[src/rtl/imu_bias_calibrate_and_scale_defines.svh]
// Assertion macros shared by the IMU bias calibration RTL.
// No dependencies; included by the modules that carry assertions.
`ifndef IMU_BIAS_CALIBRATE_AND_SCALE_DEFINES_SVH
`define IMU_BIAS_CALIBRATE_AND_SCALE_DEFINES_SVH

// same-cycle implication
`define IBCS_ASSERT_IMP(lbl, clk, rst, ante, cons) \
   lbl: assert property (@(posedge clk) disable iff (rst) (ante) |-> (cons)) \
      else $error("implication check failed");

// next-cycle implication
`define IBCS_ASSERT_NXT(lbl, clk, rst, ante, cons) \
   lbl: assert property (@(posedge clk) disable iff (rst) (ante) |=> (cons)) \
      else $error("next-cycle check failed");

`endif

[src/rtl/ibcs_pkg.sv]
// Types and constants for the IMU bias calibration and scaling block.
// No dependencies.
package ibcs_pkg;

   localparam int RAW_W  = 16;
   localparam int ACC_W  = 23;
   localparam int GYR_W  = 29;
   localparam int TMP_W  = 17;
   localparam int PCT_W  = 7;
   localparam int STAT_W = 2;
   localparam int SENS_W = 11;

   // register indexes
   localparam logic [1:0] REG_GYRO_RANGE  = 2'd0;
   localparam logic [1:0] REG_ACCEL_RANGE = 2'd1;
   localparam logic [1:0] REG_CALIB_COUNT = 2'd2;

   // calibration status codes
   localparam logic [STAT_W-1:0] ST_RUN  = 2'd0;
   localparam logic [STAT_W-1:0] ST_OK   = 2'd1;
   localparam logic [STAT_W-1:0] ST_FAIL = 2'd2;

   localparam logic CMD_MEASURE   = 1'b0;
   localparam logic CMD_CALIB     = 1'b1;
   localparam logic KIND_SAMPLE   = 1'b0;
   localparam logic KIND_PROGRESS = 1'b1;

   // per-item operation codes (one divide each)
   localparam logic [2:0] OP_AX  = 3'd0;
   localparam logic [2:0] OP_AY  = 3'd1;
   localparam logic [2:0] OP_AZ  = 3'd2;
   localparam logic [2:0] OP_TMP = 3'd3;
   localparam logic [2:0] OP_GX  = 3'd4;
   localparam logic [2:0] OP_GY  = 3'd5;
   localparam logic [2:0] OP_GZ  = 3'd6;
   localparam logic [2:0] OP_PCT = 3'd7;

   // temp * 256 = (raw * 25600 + 3653 * 87040) / 34000
   localparam int TEMP_MUL = 25600;
   localparam int TEMP_OFS = 317957120;
   localparam int TEMP_DEN = 34000;

   typedef struct packed {
      logic busy;
      logic done;
   } div_stat_type;

   // gyro sensitivity in tenths of an LSB per deg/s
   function automatic logic [SENS_W-1:0] gyro_sens10(input logic [1:0] r);
      logic [SENS_W-1:0] s;
      unique case (r)
         2'd0: s = 11'd1310;
         2'd1: s = 11'd655;
         2'd2: s = 11'd328;
         2'd3: s = 11'd164;
      endcase
      return s;
   endfunction

endpackage

[src/rtl/ibcs_serial_div.sv]
// Bit-serial restoring divider: one quotient bit per cycle.
// Depends on ibcs_pkg and the shared assertion header.
`include "imu_bias_calibrate_and_scale_defines.svh"
module ibcs_serial_div #(
   parameter int NUM_W = 52,
   parameter int DEN_W = 31
) (
   input  logic                       clock,
   input  logic                       reset,
   input  logic                       start,
   input  logic [NUM_W-1:0]           num,
   input  logic [DEN_W-1:0]           den,
   output ibcs_pkg::div_stat_type     stat,
   output logic [NUM_W-1:0]           quot
);
   import ibcs_pkg::*;

   localparam int CW = $clog2(NUM_W + 1);

   logic [NUM_W-1:0] q_ff, q_in;
   logic [DEN_W-1:0] rem_ff, rem_in;
   logic [DEN_W-1:0] den_ff, den_in;
   logic [CW-1:0]    cnt_ff, cnt_in;
   logic             busy_ff, busy_in;
   logic             done_ff, done_in;
   logic [DEN_W:0]   trial, diff;
   logic             ge;

   // one shift-and-subtract step
   always_comb begin
      trial   = {rem_ff, q_ff[NUM_W-1]};
      diff    = trial - {1'b0, den_ff};
      ge      = trial >= {1'b0, den_ff};
      q_in    = q_ff;
      rem_in  = rem_ff;
      den_in  = den_ff;
      cnt_in  = cnt_ff;
      busy_in = busy_ff;
      done_in = 1'b0;
      if (start) begin
         q_in    = num;
         rem_in  = '0;
         den_in  = den;
         cnt_in  = CW'(NUM_W);
         busy_in = 1'b1;
      end else if (busy_ff) begin
         q_in   = {q_ff[NUM_W-2:0], ge};
         rem_in = ge ? diff[DEN_W-1:0] : trial[DEN_W-1:0];
         cnt_in = cnt_ff - CW'(1);
         if (cnt_ff == CW'(1)) begin
            busy_in = 1'b0;
            done_in = 1'b1;
         end
      end
   end

   always_ff @(posedge clock) begin
      q_ff   <= q_in;
      rem_ff <= rem_in;
      den_ff <= den_in;
      cnt_ff <= cnt_in;
      if (reset) begin
         busy_ff <= 1'b0;
         done_ff <= 1'b0;
      end else begin
         busy_ff <= busy_in;
         done_ff <= done_in;
      end
   end

   assign stat.busy = busy_ff;
   assign stat.done = done_ff;
   assign quot      = q_ff;

   `IBCS_ASSERT_IMP(a_den_nonzero, clock, reset, busy_ff, den_ff != '0)
   `IBCS_ASSERT_IMP(a_rem_below_den, clock, reset, busy_ff, rem_ff < den_ff)
   `IBCS_ASSERT_NXT(a_done_pulse, clock, reset, done_ff, !done_ff && !busy_ff)

endmodule

[src/rtl/imu_bias_calibrate_and_scale.sv]
// IMU bias calibration and scaling, top level.
// A measure item runs seven divides, a calibration item one, and a calibration item that
// ends a good run seven: the percent divide, then six bias divides.
// One item at a time; the next is taken in the cycle after the result is registered, later
// while a held result blocks the output stage. All divides share one bit-serial divider.
// Reset (synchronous, active high) clears control, run and output state, not the operands.
`include "imu_bias_calibrate_and_scale_defines.svh"
module imu_bias_calibrate_and_scale #(
   parameter int FRAC_BITS  = 16,
   parameter int COUNT_BITS = 16
) (
   input  logic          clock,
   input  logic          reset,
   // req_tdata: accel_x_raw, accel_y_raw, accel_z_raw, temp_raw,
   //            gyro_x_raw, gyro_y_raw, gyro_z_raw (16 bits each)
   input  logic          req_tvalid,
   output logic          req_tready,
   input  logic [111:0]  req_tdata,
   // req_tuser: cmd, sample_ok
   input  logic [1:0]    req_tuser,
   // rsp_tdata: accel_x_g, accel_y_g, accel_z_g (23), temp_c (17),
   //            gyro_x_dps, gyro_y_dps, gyro_z_dps (29), progress_pct (7),
   //            calib_status (2), calibrated (1), one zero pad bit
   output logic          rsp_tvalid,
   input  logic          rsp_tready,
   output logic [183:0]  rsp_tdata,
   // rsp_tuser: result_kind
   output logic          rsp_tuser,
   input  logic          csr_we,
   input  logic [1:0]    csr_addr,
   input  logic [15:0]   csr_wdata
);
   import ibcs_pkg::*;

   localparam int NW  = 36 + FRAC_BITS;
   localparam int DW  = 15 + COUNT_BITS;
   localparam int NSW = NW + 1;
   localparam int VW  = NW + 2;
   localparam int CB  = COUNT_BITS;

   localparam logic [2:0] S_IDLE = 3'd0;
   localparam logic [2:0] S_LOAD = 3'd1;
   localparam logic [2:0] S_PREP = 3'd2;
   localparam logic [2:0] S_WAIT = 3'd3;
   localparam logic [2:0] S_POST = 3'd4;
   localparam logic [2:0] S_OUT  = 3'd5;

   // configuration
   logic [1:0]  gyro_range_ff, accel_range_ff;
   logic [15:0] calib_count_ff;

   // control and run state
   logic [2:0]  state_ff, op_ff;
   logic        cmd_ff, end_ff, pass_ff, cal_ff;
   logic [STAT_W-1:0] status_ff;
   logic [CB-1:0] idx_ff, pidx_ff, vcnt_ff;
   logic signed [RAW_W-1:0] chan_ff [7];
   logic signed [31:0] sum_ff [6];
   logic signed [ACC_W-1:0] abias_ff [3];
   logic signed [GYR_W-1:0] gbias_ff [3];
   logic signed [GYR_W-1:0] res_ff [7];
   logic [PCT_W-1:0] pct_ff;

   // divide operands
   logic signed [NSW-1:0] num_ff, num_in;
   logic [DW-1:0] den_ff, den_in;
   logic          neg_ff, round_ff;
   logic [NW-1:0] mag;
   logic          div_start;
   div_stat_type  div_stat;
   logic [NW-1:0] quot;

   // output register
   logic          rsp_valid_ff, rsp_kind_ff;
   logic [183:0]  rsp_data_ff;

   // accept-time helpers
   logic [CB-1:0] count_w, count_c, vnew;
   logic          run_end, run_fail;

   // post-divide helpers
   logic signed [VW-1:0] qs, sub, val, s23, s29, s17;
   logic [2:0] sidx;
   logic signed [31:0] src;
   logic [CB-1:0] vden;

   function automatic logic signed [VW-1:0] sat_to(input logic signed [VW-1:0] v,
                                                    input int bits);
      logic signed [VW-1:0] hi, lo;
      hi = (VW'(1) <<< (bits - 1)) - VW'(1);
      lo = -hi - VW'(1);
      if (v > hi) return hi;
      else if (v < lo) return lo;
      else return v;
   endfunction

   assign req_tready = (state_ff == S_IDLE);

   // run length and end-of-run test on a calibration item
   always_comb begin
      count_w  = CB'(calib_count_ff);
      count_c  = (count_w == '0) ? CB'(1) : count_w;
      vnew     = req_tuser[1] ? vcnt_ff + CB'(1) : vcnt_ff;
      run_end  = ({1'b0, idx_ff} + (CB + 1)'(1)) >= {1'b0, count_c};
      run_fail = (vnew == '0) || (vnew < (count_c >> 1));
   end

   // operands for the current operation
   always_comb begin
      sidx = (op_ff < OP_TMP) ? op_ff : op_ff - 3'd1;
      src  = (cmd_ff == CMD_MEASURE) ? 32'(chan_ff[op_ff]) : sum_ff[sidx[2:0]];
      vden = (cmd_ff == CMD_MEASURE) ? CB'(1) : vcnt_ff;
      num_in = num_ff;
      den_in = den_ff;
      unique case (op_ff)
         OP_AX, OP_AY, OP_AZ: begin
            num_in = NSW'(src) <<< FRAC_BITS;
            den_in = DW'(vden) << (4'd14 - {2'b00, accel_range_ff});
         end
         OP_TMP: begin
            num_in = NSW'(chan_ff[3]) * NSW'(TEMP_MUL) + NSW'(TEMP_OFS);
            den_in = DW'(TEMP_DEN);
         end
         OP_GX, OP_GY, OP_GZ: begin
            num_in = (NSW'(src) * NSW'(10)) <<< FRAC_BITS;
            den_in = DW'(gyro_sens10(gyro_range_ff)) * DW'(vden);
         end
         OP_PCT: begin
            num_in = NSW'(pidx_ff) * NSW'(100);
            den_in = DW'(count_c);
         end
      endcase
   end

   // magnitude plus, except for the percent, half the divisor for round to nearest
   always_comb begin
      mag = num_ff[NSW-1] ? NW'(-num_ff) : NW'(num_ff);
      mag = mag + (round_ff ? NW'(den_ff >> 1) : NW'(0));
   end
   assign div_start = (state_ff == S_PREP);

   ibcs_serial_div #(.NUM_W(NW), .DEN_W(DW)) u_div (
      .clock (clock),
      .reset (reset),
      .start (div_start),
      .num   (mag),
      .den   (den_ff),
      .stat  (div_stat),
      .quot  (quot)
   );

   // signed quotient, bias removal (1 g off calibration Z), saturation
   always_comb begin
      qs  = neg_ff ? -VW'(quot) : VW'(quot);
      sub = '0;
      if (cmd_ff == CMD_MEASURE) begin
         if (op_ff < OP_TMP) sub = VW'(abias_ff[sidx[1:0]]);
         else if (op_ff > OP_TMP && op_ff != OP_PCT) sub = VW'(gbias_ff[2'(op_ff - OP_GX)]);
      end else if (op_ff == OP_AZ) begin
         sub = VW'(1) <<< FRAC_BITS;
      end
      val = qs - sub;
      s23 = sat_to(val, ACC_W);
      s29 = sat_to(val, GYR_W);
      s17 = sat_to(val, TMP_W);
   end

   // configuration writes
   always_ff @(posedge clock) begin
      if (reset) begin
         gyro_range_ff  <= 2'd0;
         accel_range_ff <= 2'd0;
         calib_count_ff <= 16'd1000;
      end else if (csr_we) begin
         unique case (csr_addr)
            REG_GYRO_RANGE:  gyro_range_ff  <= csr_wdata[1:0];
            REG_ACCEL_RANGE: accel_range_ff <= csr_wdata[1:0];
            REG_CALIB_COUNT: calib_count_ff <= csr_wdata;
            default: ;
         endcase
      end
   end

   // operand registers (payload, no reset)
   always_ff @(posedge clock) begin
      if (state_ff == S_LOAD) begin
         num_ff   <= num_in;
         den_ff   <= den_in;
         round_ff <= (op_ff != OP_PCT);
      end
      if (state_ff == S_PREP) neg_ff <= num_ff[NSW-1];
      if (req_tvalid && req_tready) begin
         for (int i = 0; i < 7; i++) chan_ff[i] <= req_tdata[16*i +: 16];
      end
   end

   // sequencer, run state and output register
   always_ff @(posedge clock) begin
      if (reset) begin
         state_ff     <= S_IDLE;
         op_ff        <= OP_AX;
         cmd_ff       <= CMD_MEASURE;
         end_ff       <= 1'b0;
         pass_ff      <= 1'b0;
         cal_ff       <= 1'b0;
         status_ff    <= ST_RUN;
         idx_ff       <= '0;
         pidx_ff      <= '0;
         vcnt_ff      <= '0;
         pct_ff       <= '0;
         rsp_valid_ff <= 1'b0;
         rsp_kind_ff  <= KIND_SAMPLE;
         rsp_data_ff  <= '0;
         for (int i = 0; i < 6; i++) sum_ff[i] <= '0;
         for (int i = 0; i < 3; i++) begin
            abias_ff[i] <= '0;
            gbias_ff[i] <= '0;
         end
         for (int i = 0; i < 7; i++) res_ff[i] <= '0;
      end else begin
         // output valid: set when a result is registered, cleared once taken
         if (state_ff == S_OUT && (!rsp_valid_ff || rsp_tready)) rsp_valid_ff <= 1'b1;
         else if (rsp_valid_ff && rsp_tready) rsp_valid_ff <= 1'b0;
         unique case (state_ff)
            S_IDLE: begin
               if (req_tvalid) begin
                  cmd_ff   <= req_tuser[0];
                  state_ff <= S_LOAD;
                  if (req_tuser[0] == CMD_CALIB) begin
                     op_ff     <= OP_PCT;
                     pidx_ff   <= idx_ff;
                     vcnt_ff   <= vnew;
                     end_ff    <= run_end;
                     pass_ff   <= run_end && !run_fail;
                     status_ff <= run_end ? (run_fail ? ST_FAIL : ST_OK) : ST_RUN;
                     if (run_end && !run_fail) cal_ff <= 1'b1;
                     if (!run_end) idx_ff <= idx_ff + CB'(1);
                     if (req_tuser[1]) begin
                        sum_ff[0] <= sum_ff[0] + 32'(signed'(req_tdata[15:0]));
                        sum_ff[1] <= sum_ff[1] + 32'(signed'(req_tdata[31:16]));
                        sum_ff[2] <= sum_ff[2] + 32'(signed'(req_tdata[47:32]));
                        sum_ff[3] <= sum_ff[3] + 32'(signed'(req_tdata[79:64]));
                        sum_ff[4] <= sum_ff[4] + 32'(signed'(req_tdata[95:80]));
                        sum_ff[5] <= sum_ff[5] + 32'(signed'(req_tdata[111:96]));
                     end
                  end else begin
                     op_ff <= OP_AX;
                  end
               end
            end
            S_LOAD: state_ff <= S_PREP;
            S_PREP: state_ff <= S_WAIT;
            S_WAIT: if (div_stat.done) state_ff <= S_POST;
            S_POST: begin
               // store the result of this operation
               if (op_ff == OP_PCT) begin
                  pct_ff <= (quot > NW'(100)) ? PCT_W'(100) : quot[PCT_W-1:0];
               end else if (cmd_ff == CMD_MEASURE) begin
                  if (op_ff < OP_TMP) res_ff[op_ff] <= GYR_W'(s23);
                  else if (op_ff == OP_TMP) res_ff[op_ff] <= GYR_W'(s17);
                  else res_ff[op_ff] <= GYR_W'(s29);
               end else begin
                  if (op_ff < OP_TMP) abias_ff[sidx[1:0]] <= ACC_W'(s23);
                  else gbias_ff[2'(op_ff - OP_GX)] <= GYR_W'(s29);
               end
               // choose the next operation
               if (op_ff == OP_PCT) begin
                  if (pass_ff) begin
                     op_ff    <= OP_AX;
                     state_ff <= S_LOAD;
                  end else begin
                     state_ff <= S_OUT;
                  end
               end else if (op_ff == OP_GZ) begin
                  state_ff <= S_OUT;
               end else if (cmd_ff == CMD_CALIB && op_ff == OP_AZ) begin
                  op_ff    <= OP_GX;
                  state_ff <= S_LOAD;
               end else begin
                  op_ff    <= op_ff + 3'd1;
                  state_ff <= S_LOAD;
               end
            end
            S_OUT: begin
               if (!rsp_valid_ff || rsp_tready) begin
                  state_ff <= S_IDLE;
                  if (cmd_ff == CMD_MEASURE) begin
                     rsp_kind_ff <= KIND_SAMPLE;
                     rsp_data_ff <= {1'b0, cal_ff, ST_RUN, PCT_W'(0),
                                     res_ff[6], res_ff[5], res_ff[4],
                                     res_ff[3][TMP_W-1:0], res_ff[2][ACC_W-1:0],
                                     res_ff[1][ACC_W-1:0], res_ff[0][ACC_W-1:0]};
                  end else begin
                     rsp_kind_ff <= KIND_PROGRESS;
                     rsp_data_ff <= {1'b0, cal_ff, status_ff, pct_ff, 173'd0};
                     if (end_ff) begin
                        idx_ff  <= '0;
                        vcnt_ff <= '0;
                        for (int i = 0; i < 6; i++) sum_ff[i] <= '0;
                     end
                  end
               end
            end
            default: state_ff <= S_IDLE;
         endcase
      end
   end

   assign rsp_tvalid = rsp_valid_ff;
   assign rsp_tuser  = rsp_kind_ff;
   assign rsp_tdata  = rsp_data_ff;

   `IBCS_ASSERT_NXT(a_accept_busy, clock, reset, req_tvalid && req_tready, state_ff != S_IDLE)
   `IBCS_ASSERT_IMP(a_sample_no_progress, clock, reset, rsp_tvalid && rsp_tuser == KIND_SAMPLE,
                    rsp_tdata[181:173] == '0)
   `IBCS_ASSERT_IMP(a_progress_no_data, clock, reset, rsp_tvalid && rsp_tuser == KIND_PROGRESS,
                    rsp_tdata[172:0] == '0)
   `IBCS_ASSERT_IMP(a_bias_only_on_pass, clock, reset,
                    state_ff == S_POST && cmd_ff == CMD_CALIB && op_ff != OP_PCT, pass_ff)

endmodule
[config.mk]
export PLATFORM = sky130hd
export DESIGN_NAME = imu_bias_calibrate_and_scale
export DESIGN_NICKNAME = d
export VERILOG_FILES = /design/src/rtl/ibcs_pkg.sv /design/src/rtl/ibcs_serial_div.sv /design/src/rtl/imu_bias_calibrate_and_scale.sv
export VERILOG_INCLUDE_DIRS = /design/src /design/src/rtl
export SDC_FILE = /design/constraint.sdc
export NUM_CORES = 2
export LEC_CHECK = 0
export ABC_CLOCK_PERIOD_IN_PS = 12450
export BUFFER_PORTS_ARGS = -buffer_cell sky130_fd_sc_hd__buf_2
export CORE_MARGIN = 4
export CORE_UTILIZATION = 64
export DETAILED_ROUTE_END_ITERATION = 10
export HOLD_SLACK_MARGIN = 0.1
export PLACE_DENSITY = 0.9
export SETUP_SLACK_MARGIN = 0.1
export SLEW_MARGIN = 20
export SYNTH_ARGS = -nofsm -noshare
export SYNTH_HDL_FRONTEND = slang
export SYNTH_SLANG_ARGS = --single-unit
[constraint.sdc]
create_clock -name clock -period 12.45 [get_ports clock]
set_input_delay 2.49 -clock clock [delete_from_list [all_inputs] [get_ports clock]]
set_output_delay 2.49 -clock clock [all_outputs]
set_load 0.03 [all_outputs]
==> Word level (Yosys, flattened, before mapping) <==
Memory sizes are Yosys's and may differ from the RTL's. A register that Yosys moved wholly into a read port is not among the register bits.
Cells that the tools add are included.
{ "word_totals": {"ff_bits": 480, "ram_bits": 663, "output_inout_bits": 187, "mem_count": 5} }
{ "mem_list": {"columns": ["name", "words", "width", "rd", "rd_clocked_by_memory_dff", "write_ports", "line", "source"], "rows": [
  ["res_ff", 7, 29, 7, 0, 7, "imu_bias_calibrate_and_scale.sv:61", "logic signed [GYR_W-1:0] res_ff [7];"],
  ["sum_ff", 6, 32, 7, 0, 6, "imu_bias_calibrate_and_scale.sv:58", "logic signed [31:0] sum_ff [6];"],
  ["chan_ff", 7, 16, 2, 1, 7, "imu_bias_calibrate_and_scale.sv:57", "logic signed [RAW_W-1:0] chan_ff [7];"],
  ["gbias_ff", 3, 29, 1, 0, 3, "imu_bias_calibrate_and_scale.sv:60", "logic signed [GYR_W-1:0] gbias_ff [3];"],
  ["abias_ff", 3, 23, 1, 0, 3, "imu_bias_calibrate_and_scale.sv:59", "logic signed [ACC_W-1:0] abias_ff [3];"]
]} }
{ "op_classes": {"add_sub_neg": 20, "n_mul": 4, "order_cmp": 12, "n_eq_ne": 28, "shifts": 1, "mux": 132, "bitwise": 15, "n_reduce_logical": 38} }
{ "op_table": {"columns": ["cell", "n"], "rows": [
  ["$mux W32", 13],
  ["$mux W29", 10],
  ["$mux W54", 4],
  ["$pmux W53 S4", 1],
  ["$add A32 B16 Y32", 6],
  ["$mux W182", 1],
  ["$mux W16", 11],
  ["$mux W52", 3],
  ["$pmux W31 S4", 1],
  ["$pmux W16 S2", 2],
  ["$reduce_or A29 Y1", 2],
  ["$mux W1", 57],
  ["$gt A54 B17 Y1 const B", 1],
  ["$gt A54 B23 Y1 const B", 1],
  ["$gt A54 B29 Y1 const B", 1],
  ["$lt A54 B17 Y1 const B", 1],
  ["$lt A54 B23 Y1 const B", 1],
  ["$lt A54 B29 Y1 const B", 1],
  ["$neg A52 Y54", 1],
  ["$sub A54 B54 Y54", 1],
  ["$add A52 B30 Y52", 1],
  ["$gt A52 B7 Y1 const B", 1],
  ["$neg A52 Y52", 1],
  ["$mux W3", 16],
  ["54 further kinds", 112]
]} }

==> Longest topological paths before layout <==
{ "depth": {"depth_word": 12, "mapped_depth": 31} }

==> Modules after synthesis <==
Synthesis repeated with hierarchy kept, for this count alone.
{ "hier_totals": {"hier_cells": 7979, "hier_area_um2": 77744.6} }
{ "modules_own_cells": {"columns": ["module", "n_inst", "cells_per_inst", "area_each_um2"], "rows": [
  ["imu_bias_calibrate_and_scale", 1, 7345, 71009.4],
  ["ibcs_serial_div", 1, 634, 6735.2]
]} }

==> Least setup slack after synthesis <==
No wires, ideal clock.
{ "synth_timing": {"kind": "input to register", "startpoint": "input port rsp_tready", "endpoint": "memory sum_ff[0][0] (enable)", "arrival_ns": 6.765, "setup_slack_ns": 3.968, "cell_stages": 6, "path_cell_list": "nor2b_1 -> nor2_1 -> clkbuf_1 -> clkbuf_1 -> nand3_1 -> nand3_1"} }
{ "synth_rtl": {"columns": ["item", "line", "source"], "rows": [
  ["start, declared", "imu_bias_calibrate_and_scale.sv:25", "input logic rsp_tready,"],
  ["end, declared", "imu_bias_calibrate_and_scale.sv:58", null]
]} }

==> reports/metrics.yaml <==
outcome: "finished, final reports clean"
cts.htree.levels: 3
hold-worst-slack_ps: 415
wirelength_met1_um: 85600
nets: 8944
routed.top_layer: "met5"
max_freq_ghz: 0.112
cts_buffers: 117
ant_nets: 0
synth_fa_ha_area_share_pct: 13.4
period_needed_ps: 8900
synth_compound_area_share_pct: 15.4
grt_pass1_vias: 63085
cts_sinks: 1164
drt_iter0_drc: 8869
tightest_slew_ps: 1210
path_clk_slew_ps: 60
syn_inst: 7925
clk_path_buf_depth: 3
end_kind: "register"
synthFlopType: "edfxtp_1"
port_buffers: 322
clock-root-buffer: "clkbuf_16"
die_w_um: 355
wl_met3_um: 26400
cts_tree: "built"
routedWlPerCell_um: 24.0
ys_seq_area_share_pct: 40.8
maxCapViolations: 0
critPathKind: "reg2reg"
yosys_warnings: 0
grt_use_total_pct: 36.3
dieArea_sq_um: 126000
viasPerCell: 6.59
drt_pre_antenna_iters: 7
drive_gt1_share_pct: 10.6
num_vias: 64595
hold_path.class: "reg2reg"
die_h_um: 355
post_cts_buffers: 0
required_ps: 12950
dp_hpwl_um: 168000
hold_viol: 0
timing.final.crit_share_pct: 71.5
startpoint_type: "register"
cts_resized: 0
coreArea_sq_um: 120000
vdd_ir_drop_max_v: 0.000131
synthArstFlopShare_pct: 0
synth_xor_xnor_area_share_pct: 5.43
gp_congestion: 0.995
synthMuxAreaShare_pct: 4.33
cp.arrival_ps: 9400
setup_tns_ps: 0
syn_area_sq_um: 77200
grt_max_degree: 111
design.portCount: 324
grt_pass1_wl_um: 361000
relSlewSlack_pct: 18.3
rsz0062_at_grt: "false"
synth-simple-area-share_pct: 16.1
antenna_found_initial: 5
total_leakage_power_uw: 0.0345
wl_um: 235000
slew_violations: 0
synth_cell_types: 101
drc_errors: 0
clk_latency_ps: 760
ys_seq_elements: 1164
cp_max_fo: 45
wl_met2_um: 107000
start_util_pct: 64.4
p_per_area_nw_per_um2: 170
post-route-util_pct: 70.3
area_delta_synth_final_pct: 9.06
avgSynthCellArea_sq_um: 9.74
synth_top_family_by_area: "simple AND/OR/NAND/NOR gates"
overflow: 0
synth_edf_count: 822
finalSetupViolCount: 0
rows: 127
hold_buffers: 0
finClkSkew_ps: 72.3
## Yosys cell counts, drive strengths merged (89+ instances only)
cell type | instances | share of area [%]
inv | 513 | 2.5
a21o | 123 | 1.2
xnor2 | 289 | 3.3
a21oi | 661 | 4.3
nor3 | 145 | 0.95
nand3 | 148 | 0.97
dfxtp | 342 | 8.9
ha | 572 | 9.3
xor2 | 190 | 2.2
nand3b | 191 | 1.9
o21ai | 393 | 2.6
nand2 | 787 | 3.8
mux4 | 111 | 3.2
clkbuf | 332 | 1.6
edfxtp | 822 | 32
nor2 | 754 | 3.7
and2 | 89 | 0.72
fa | 160 | 4.1
## critical path, cell delays in order, from the launching register on
cell and delay [ps]:
dfxtp_1 550, clkinv_1 380, ha_1 440, a31oi_1 190, o221ai_1 180, or2_2 300
a21oi_1 260, inv_1 500, ha_1 660, nand2_1 160, nor4_1 710, nand2_1 100
a2111oi_0 510, nor2_1 250, o311ai_0 590, and3_4 320, nor2_2 50, buf_4 290
inv_2 300, a21oi_1 120, o21ai_1 670, o311ai_1 310, a22oi_2 650, nor2_1 120
## placed cells by master (no fill, tap or decap), types with 81 or more instances in the layout
| cell type | synthesis | routed |
|---|---|---|
| buf_2 | 11 | 321 |
| xnor2_1 | 289 | 289 |
| nand2_1 | 787 | 774 |
| dfxtp_1 | 342 | 338 |
| a21o_1 | 123 | 123 |
| a21oi_1 | 660 | 658 |
| and2_1 | 88 | 87 |
| edfxtp_1 | 822 | 822 |
| inv_1 | 500 | 497 |
| mux4_2 | 111 | 111 |
| nand3b_1 | 191 | 191 |
| ha_1 | 572 | 572 |
| fa_1 | 160 | 160 |
| nand3_1 | 147 | 144 |
| mux2i_1 | 81 | 81 |
| nor2_1 | 754 | 751 |
| o21ai_0 | 375 | 374 |
| clkbuf_16 | 0 | 121 |
| xor2_1 | 190 | 190 |
| nor3_1 | 144 | 142 |
## power breakdown
part / switching (uW) / total, uW / internal (uW)
Sequential: 245 / 4790 / 4540
Clock: 1640 / 3670 / 2030
Combinational: 3840 / 5880 / 2040
Total: 5720 / 14300 / 8610
## stage by stage
stage | power (uW) | area [sq um] | cells | worst slack [ps]
after CTS | 14200 | 84200 | 9789 | 3730
final | 14300 | 84200 | 9797 | 3550
after global placement | 10300 | 80200 | 9568 | 4000
after global routing | 15000 | 84200 | 9789 | 3120
after floorplan | 8880 | 77300 | 7947 | 3970
after detailed placement | 10500 | 80200 | 9568 | 3750
## worst paths after layout
path,end,from,slack [ps],cells past startpoint
worst max-delay path,res_ff[3][13],op_ff[1],3550,23
worst min-delay path,u_div.den_ff[23],den_ff[23],420,0
worst max register to register,res_ff[3][13],op_ff[1],3550,23
worst min register to register,u_div.den_ff[23],den_ff[23],420,0
## sequential cells by signal, summed over array words and instances (netlist names), 7 cells and up, named ones only
signal,count
sum_ff,192
pidx_ff,16
u_div.rem_ff,31
vcnt_ff,16
pct_ff,7
chan_ff,112
res_ff,173
den_ff,31
rsp_tdata,183
gbias_ff,116
u_div.quot,52
abias_ff,91
idx_ff,16
num_ff,51
u_div.den_ff,31
calib_count_ff,16
## final cells by class
class / instances / area, sq um
Timing Repair Buffer: 397 / 2190
Sequential cell: 1164 / 31500
Antenna cell: 8 / 20.0
Multi-Input combinational cell: 5876 / 42500
Clock buffer: 143 / 3180
Inverter: 519 / 1950
Fill cell: 8251 / 35600
Tap cell: 1612 / 2020
Clock inverter: 78 / 816
## cells by family (layout without fill, tap and decap cells)
kind of cell | after synthesis | in the layout
AND/OR/NAND/NOR | 2599 | 2599
adder cells (fa/ha/maj) | 732 | 732
other | 1 | 31
flip-flops | 1164 | 1164
multiplexers | 195 | 195
AO/OA/AOI/OAI | 1848 | 1848
XOR/XNOR | 479 | 479
buffers and inverters | 907 | 1137
## routing by layer
metal	vias to the layer above	track usage [%]
met5	-	0
met4	4	21.1
met3	883	7.83
met2	4171	57.2
met1	30787	46.5
li1	28750	-
No activity file was read; power rests on OpenSTA's default activity.
